[src/rtl/core/spq_pkg.sv]
// spq_pkg: shared constants and types for the sorted priority queue.
// Used by spq_cell and sorted_priority_queue; depends on nothing.
package spq_pkg;

   localparam int QUEUE_DEPTH    = 64;
   localparam int KEY_BITS       = 32;
   // keys arrive on a 32-bit port, so at most 32 bits are ever kept
   localparam int STORE_KEY_BITS = (KEY_BITS < 32) ? KEY_BITS : 32;
   localparam int CNT_BITS       = $clog2(QUEUE_DEPTH + 1);

   localparam logic FUNC_ENQUEUE = 1'b0;
   localparam logic FUNC_DEQUEUE = 1'b1;

   typedef struct packed {
      logic [STORE_KEY_BITS-1:0] key;
      logic [31:0]               handle;
      logic [15:0]               length;
   } entry_type;

   typedef enum logic [1:0] {
      OP_HOLD,
      OP_INSERT,
      OP_REMOVE
   } op_type;

   // broadcast to every cell in the chain
   typedef struct packed {
      op_type    op;
      entry_type word;
   } cell_ctl_type;

   typedef struct packed {
      logic        success;
      logic [31:0] out_key;
      logic [31:0] out_handle;
      logic [15:0] out_length;
      logic [6:0]  occupancy;
   } result_type;

endpackage

[src/rtl/core/spq_cell.sv]
// spq_cell: one slot of the sorted chain; holds one entry.
// Depends on spq_pkg.
module spq_cell
   import spq_pkg::*;
(
   input  logic         clock,
   input  cell_ctl_type ctl,
   input  logic         occupied,
   input  logic         left_gt,
   input  entry_type    left_word,
   input  entry_type    right_word,
   output logic         gt,
   output entry_type    word
);

   entry_type word_ff, word_in;

   // this slot is empty or holds a strictly greater key than the new word
   assign gt   = !occupied || (word_ff.key > ctl.word.key);
   assign word = word_ff;

   always_comb begin
      word_in = word_ff;
      case (ctl.op)
         OP_INSERT: begin
            if (gt) begin
               word_in = left_gt ? left_word : ctl.word;
            end
         end
         OP_REMOVE: begin
            word_in = right_word;
         end
         default: begin
            word_in = word_ff;
         end
      endcase
   end

   always_ff @(posedge clock) begin
      word_ff <= word_in;
   end

endmodule

[config.mk]
export PLATFORM = sky130hd
export DESIGN_NAME = spq_cell
export DESIGN_NICKNAME = d
export VERILOG_FILES = /design/src/rtl/core/spq_pkg.sv /design/src/rtl/core/spq_cell.sv
export SDC_FILE = /design/constraint.sdc
export NUM_CORES = 1
export LEC_CHECK = 0
export BUFFER_PORTS_ARGS = -buffer_cell sky130_fd_sc_hd__buf_2
export CAP_MARGIN = 25
export CORE_AREA = 2 2 126 128
export CTS_CLUSTER_DIAMETER = 30
export CTS_CLUSTER_SIZE = 24
export DETAILED_ROUTE_END_ITERATION = 6
export DIE_AREA = 0 0 128 130
export GPL_TIMING_DRIVEN = 0
export HOLD_SLACK_MARGIN = 0.06
export PLACE_DENSITY = 0.71
export SKIP_LAST_GASP = 1
export SLEW_MARGIN = 20
export SYNTH_ARGS = -nofsm -noshare
export SYNTH_HDL_FRONTEND = slang
export SYNTH_SLANG_ARGS = --single-unit
[constraint.sdc]
create_clock -name clock -period 14.35 [get_ports clock]
set_clock_uncertainty 0.15 [all_clocks]
set_input_delay 0.7175 -clock clock [delete_from_list [all_inputs] [get_ports clock]]
set_output_delay 0.7175 -clock clock [all_outputs]
set_load 0.05 [all_outputs]
## Word-level counts from Yosys, hierarchy flattened

Cells that the tools add are included.

| word-level totals | value |
|---|---|
| register bits after elaboration | 80 |
| bits of input ports | 245 |
| output and inout bits | 81 |
| logic and storage cells | 14 |

| operators by class | value |
|---|---|
| $lt $le $gt $ge | 1 |
| equality and inequality tests | 3 |
| multiplexer cells | 3 |
| reductions and logical operators | 4 |

Operator list:

| operator | count |
|---|---|
| 80-bit 2-to-1 mux | 2 |
| 80-bit one-hot mux with 2 select lines | 1 |
| 32-bit > comparator | 1 |
| 2-bit by 1-bit == test with 1-bit output (second input constant) | 1 |
| 2-bit == test (second input constant) | 1 |
| 2-bit != test (second input constant) | 1 |
| 2-bit AND reduction | 1 |
| 2-bit nonzero test | 1 |
| 1-bit logical NOT | 1 |
| 1-bit logical OR | 1 |

## Longest topological paths before layout

Gate-level depths: netlist of the first run.

| logic depth | value |
|---|---|
| depth after elaboration | 4 |
| mapped depth | 7 |
| gate-level depth less buffers | 7 |

## Worst setup path after synthesis of the first run

OpenSTA, ideal clock, no wires.

| timing | value |
|---|---|
| kind | input -> register |
| start | in ctl[49] (netlist bit) |
| end | reg word_ff, in the netlist word[0], enable pin |
| library setup time | 566 ps |
| arrival | 6040 ps |
| required time | 13634 ps |
| setup slack | 7594 ps |
| stages on the path | 7 |
| path buffers | 0 |
| path through | inv_1 > ha_1 > nor2b_2 > o211ai_2 > a2111oi_2 > o31ai_1 > a31oi_1 |

| on the way | value |
|---|---|
| cells in the longest elaborated chain, start to end | 4 |

Ends and longest elaborated chain:

| item | RTL line | source |
|---|---|---|
| start, declared | spq_cell.sv:7 | `input cell_ctl_type ctl,` |
| 32-bit > comparator | spq_cell.sv:19 | `assign gt = !occupied \|\| (word_ff.key > ctl.word.key);` |
| 1-bit logical OR | spq_cell.sv:19 |  |
| 2-bit != test (no source line) | n/a |  |
| 2-bit AND reduction (no source line) | n/a |  |
| end signal, assigned | spq_cell.sv:40 | `word_ff <= word_in;` |
| end, declared | spq_cell.sv:16 | `entry_type word_ff, word_in;` |

No other way between the ends.
A chain may end at the register's enable or synchronous reset.

## Worst setup path after layout of the first run

| timing | value |
|---|---|
| start | in ctl[78] (netlist bit) |
| end | out gt |

| on the way | value |
|---|---|
| cells in the longest elaborated chain, start to end | 2 |

Ends and longest elaborated chain:

| item | RTL line | source |
|---|---|---|
| 32-bit > comparator | spq_cell.sv:19 |  |
| 1-bit logical OR | spq_cell.sv:19 |  |
| end, declared | spq_cell.sv:12 | `output logic gt,` |

No other way between the ends.

==> metrics.csv, run 1 <==
metric,value,unit
status,finished clean,
MaxCap Viol Count,0,
post-layout minimum cycle time,3350,ps
Syn-to-layout area delta,45.5,%
most frequent cell after synthesis,nand2_1,
Core Area,0.0154,mm2
layout cells sized above 1,0.458,
crit path DAT,2480,ps
"Setup violations, final",0,
CTS tree,built,
htree depth,3,
DRT Pass-1 Iters,6,
Final Max Tran Viols,0,
drt initial violations,185,
final net count,1082,
"FFs w/ async S/R, synth",0,
routed vias,4729,
RSZ-0062 raised after global routing,no,
dpl ws,10870,ps
leading post-synthesis cells by instance count,"nand2_1, o21ai_0, edfxtp_1, mux2i_1, inv_1",
Placed Area,0.00690,mm2
CTS sink count,80,
dominant cell type by area after synthesis,edfxtp_1,
DIE AREA,0.0166,mm2
max FFs per register,80,
Port Buf Inserts,324,
Peak Freq,0.298,GHz
die boundary width,128,um
IO Pins,326,
Residual DRC,0,
Clock Tree Root,clkbuf_16,
Synth Cell Area,0.00492,mm2
CP startpoint kind,input pin,
Final Instance Area,0.00716,mm2
final hold viol count,0,
Synth Area in Compound Gates,0.121,
VDD IR max,0.0469,mV
vias in the first global route,4525,
Vias/cell,4.72,
initial antenna violation count,0,
Simple-Gate Fraction of Synth Area,0.0930,
initial core utilization,0.319,
Post-Synth Adder-Cell Area,0.0813,
Power Total,0.765,mW
GPL Wtd Cong,0.813,
Worst-path clk slew,60,ps
Syn Area/Cell,10.6,um2
Routed Antenna Nets,0,
Setup CP Type,in2out,
XOR/XNOR share of the synthesized area,0.00178,
"Req. time, crit path",13480,ps
fin crit share,0.234,
Syn Inst Count,466,
total congestion overflow,0,
number of synthesized flops with an enable pin,80,
dominant cells by area after synthesis,"edfxtp_1, mux2i_1, o21ai_0, ha_1, nand2_1",
FP Rows,46,
PD cells,107,mW/mm2
post-layout util,0.464,
Total GRT Usage,0.182,
Synth top area share,0.488,
Resized cells post-CTS,0,
final worst-path setup slack,11000,ps
Hold WC Path Type,in2reg,
clock tree buffer depth,2,
CTS Buf Count,9,
Clock Latency Late Sink,330,ps
synth warn,0,
prevailing post-synth register cell,edfxtp_1,
mux contribution to synthesized area,0.163,
slew of the pin with the lowest slew margin,668,ps
HPWL after DPL,12900,um
WL per Instance,15.9,um
first-pass GRT wire length,22900,um
postcts setup bufs,0,
largest family of logic cells by synthesized area,multiplexers,
post-synthesis sequential area ratio,0.488,
largest net degree at the start of global routing,24,
Setup TNS,0,ps
r2r setup slk,11370,ps
Synth cell types,31,
post-synth net total,743,
Vert. Die Dim,130,um
DRT Wirelength,15900,um
"flops & latches, synth",80,
ANT cells,0,
hold buffer count at CTS,0,
Leakage Power,3.53,nW
Worst Setup End Kind,output pin,
largest fanout on the critical path,3,
max_slew headroom,0.555,
## worst max-delay path, cell delays in order
cell and delay (ps):
buf_2 90, inv_1 40, ha_1 320, a21oi_1 160
nand2_1 70, a221o_1 370, a211oi_2 340, a31oi_1 130
buf_2 230
## metrics by stage
step / hold slack [ps] / std cells
global placement: 842 / 982
floorplan: 755 / 466
detailed placement: 846 / 986
CTS: 487 / 1002
finish: 506 / 1002
global route: 505 / 1002
## where the power goes
group	switching (mW)	internal (mW)	total, mW
Clock	0.0936	0.116	0.210
Sequential	0.00892	0.293	0.302
Combinational	0.172	0.0810	0.253
## layer usage
metal	track usage	vias to the layer above	wire (um)
met5	0	-	0
met4	0.0575	0	259
met3	0.0369	16	987
met2	0.336	194	8250
met1	0.213	2150	6440
li1	-	2369	-
## layout make-up
cell class | instances | area (um2)
Buffer | 27 | 131
Clock buffer | 10 | 229
Timing Repair Buffer | 328 | 1720
Fill cell | 1520 | 8260
Tap cell | 192 | 240
Sequential cell | 80 | 2400
Inverter | 33 | 124
Multi-Input combinational cell | 326 | 2280
Clock inverter | 6 | 36.3
## placed cells by master (no fill, tap or decap), types with 2 or more instances in the layout
master      Yosys  routed
a21o_1          3       3
a21oi_1        12      12
buf_16          0       3
buf_2          18     342
clkbuf_1        8       9
clkbuf_16       0       9
clkinv_2        0       2
clkinvlp_4      0       3
edfxtp_1       80      80
ha_1           32      32
inv_1          33      33
mux2i_1        80      80
nand2_1        85      85
nand3_1         4       4
nand4_1         5       5
nand4_2         3       3
nor2_1          3       3
o21ai_0        82      82
## logic make-up after synthesis
logic type | Yosys count
compound gates | 108
simple gates | 105
flops | 80
buf+inv | 60
mux | 80
fa+ha+maj | 32
xor+xnor | 1
## worst paths after layout
path / startpoint / to / cells past startpoint
worst min register to register: word[64]$_DFFE_PP_ / word[57]$_DFFE_PP_ / 5
worst min-delay path: right_word[17] / word[17]$_DFFE_PP_ / 3
worst max-delay path: ctl[78] / gt / 9
worst max register to register: word[61]$_DFFE_PP_ / word[35]$_DFFE_PP_ / 7
Note: power is estimated with default switching activity, not from simulation.
==> run 2: changes to the inputs <==
--- a/config.mk
+++ b/config.mk
@@ -14,7 +14,7 @@
 export DIE_AREA = 0 0 128 130
 export GPL_TIMING_DRIVEN = 0
 export HOLD_SLACK_MARGIN = 0.06
-export PLACE_DENSITY = 0.71
+export PLACE_DENSITY = 0.74
 export SKIP_LAST_GASP = 1
 export SLEW_MARGIN = 20
 export SYNTH_ARGS = -nofsm -noshare
==> constraint.sdc (replaced) <==
create_clock -name clock -period 2.8 [get_ports clock]
set_clock_uncertainty 0.15 [all_clocks]
set_input_delay 0.14 -clock clock [delete_from_list [all_inputs] [get_ports clock]]
set_output_delay 0.14 -clock clock [all_outputs]
set_load 0.05 [all_outputs]
==> run 2 against run 1 <==
- critical path depth down 1
- sequential share of layout area fell by 5.9 points
- wire length grew 20%
- combinational power grew to 6.2 times the previous value
- non-clock buffer count up 146
- largest power group is now combinational logic
- highest routed layer unchanged
==> metrics.csv, run 2 (same netlist as run 1, synthesis figures left out) <==
metric,value,unit
status,finished clean,
clock tree buffer depth,2,
Worst R2R End,word[37]$_DFFE_PP_,
Worst Setup End Kind,register,
"Setup violations, final",0,
Vert. Die Dim,130,um
Met3 Wirelength,1240,um
Total GRT Usage,0.220,
routed vias,5532,
Clock Power Share,0.274,
RSZ-0062 raised after global routing,no,
final net count,1228,
Vias/cell,4.82,
initial antenna violation count,0,
Port Buf Inserts,324,
Leakage Power,4.20,nW
post-layout minimum cycle time,2670,ps
first-pass GRT wire length,28200,um
top routing layer in use,met4,
CTS sink count,80,
final worst-path setup slack,126,ps
register area,0.00240,mm2
"commonest non-fill, non-tap cell in the layout",buf_2,
worst hold start,ctl[30],
most frequent cells in the layout,"buf_2, dlygate4sd3_1, nand2_1",
Hold Path End,word[30]$_DFFE_PP_,
Setup TNS,0,ps
fin crit share,0.955,
drt initial violations,201,
Peak Freq,0.374,GHz
wire length on met2,9990,um
CTS Buf Count,9,
HPWL after DPL,13200,um
GPL Wtd Cong,0.812,
worst r2r path cells,8,
die boundary width,128,um
DRT met1 WL,7300,um
r2r setup slk,130,ps
vias in the first global route,5668,
DRT Wirelength,19100,um
final hold viol count,0,
Pint,2.80,mW
worst flop-to-flop path startpoint,word[74]$_DFFE_PP_,
footprint of the multi-input gates,0.00232,mm2
Clock Tree Root,clkbuf_16,
PD cells,495,mW/mm2
Routed Antenna Nets,0,
Syn-to-layout area delta,76.2,%
"Req. time, crit path",2740,ps
ANT cells,0,
switching fraction of total power,0.348,
Setup CP Type,reg2reg,
Core Area,0.0154,mm2
VDD IR max,0.303,mV
initial core utilization,0.319,
Hold WC Path Type,in2reg,
DIE AREA,0.0166,mm2
layout cells sized above 1,0.401,
critical path launch point,word[74]$_DFFE_PP_,
Psw,1.50,mW
FP Rows,46,
htree depth,3,
Final Instance Area,0.00868,mm2
largest net degree at the start of global routing,24,
Fillers,1332,
Residual DRC,0,
Clock Latency Late Sink,340,ps
total congestion overflow,0,
Placed Area,0.00691,mm2
max FFs per register,80,
Hold Crit Depth,3,
Worst-path clk slew,60,ps
CP startpoint kind,register,
CTS tree,built,
IO Pins,326,
DRT Pass-1 Iters,6,
Final Max Tran Viols,0,
share of power burned in combinational logic,0.364,
slew of the pin with the lowest slew margin,538,ps
dpl ws,-96.3,ps
MaxCap Viol Count,0,
Hold WS,51.3,ps
Reg power frac,0.362,
max_slew headroom,0.641,
largest fanout on the critical path,21,
WL per Instance,16.6,um
crit path DAT,2620,ps
-- run 2: power by group through the flow --
stage	registers, mW	logic, mW	clock network [mW]
floorplan	2.04	0.370	0
global placement	1.58	1.25	0
detailed placement	1.58	1.31	0
CTS	1.55	1.52	1.20
global route	1.57	1.66	1.25
finish	1.55	1.56	1.18
-- run 2: worst max-delay path: stages (launching register included) --
cell and delay [ps]:
edfxtp_1 400, ha_1 300, nand4_1 190, nor2_1 70, a221o_1 330, a211oi_2 340, a31oi_4 220, clkbuf_16 230
buf_16 170
-- run 2: what timing repair did --
| item | 4_1_cts | 5_1_grt |
|---|---|---|
| setup endpoints to repair | 44 | 44 |
| buffers inserted | 1 | 8 |
| gates cloned | 0 | 0 |
| hold buffers | 137 | 0 |
| gates resized for setup | 1 | 5 |
| hold endpoints to repair | 80 | 0 |
| pin swaps | 1 | 2 |
-- run 2: stage by stage --
| stage | std cells | power, mW | utilization |
|---|---|---|---|
| 2_1_floorplan | 466 | 2.41 | - |
| 3_3_place_gp | 982 | 2.83 | 0.441 |
| 3_5_place_dp | 986 | 2.89 | 0.448 |
| 4_1_cts | 1140 | 4.27 | 0.557 |
| 5_1_grt | 1148 | 4.48 | 0.563 |
| 6_report | 1148 | 4.30 | 0.563 |
-- run 2: cell type report --
class	instances	area share
Multi-Input combinational cell	326	0.268
Clock buffer	10	0.0264
Timing Repair Buffer	474	0.365
Buffer	27	0.0151
Inverter	33	0.0143
Clock inverter	6	0.00692
Sequential cell	80	0.277
Tap cell	192	0.0277
-- run 2: how the worst max path moves through the flow --
| stage | to | slack [ps] | cells after the start |
|---|---|---|---|
| floorplan | word[0]$_DFFE_PP_ | -880 | 6 |
| global placement | word[37]$_DFFE_PP_ | -1450 | 5 |
| detailed placement | word[37]$_DFFE_PP_ | -100 | 7 |
| CTS | word[25]$_DFFE_PP_ | 40 | 7 |
| global route | word[37]$_DFFE_PP_ | 20 | 7 |
| finish | word[37]$_DFFE_PP_ | 130 | 8 |
-- run 2: metal layers --
layer  track usage  up-vias
met2         0.413      266
met5             0        -
met1         0.237     2563
met4        0.0950        0
li1              -     2662
met3        0.0513       41
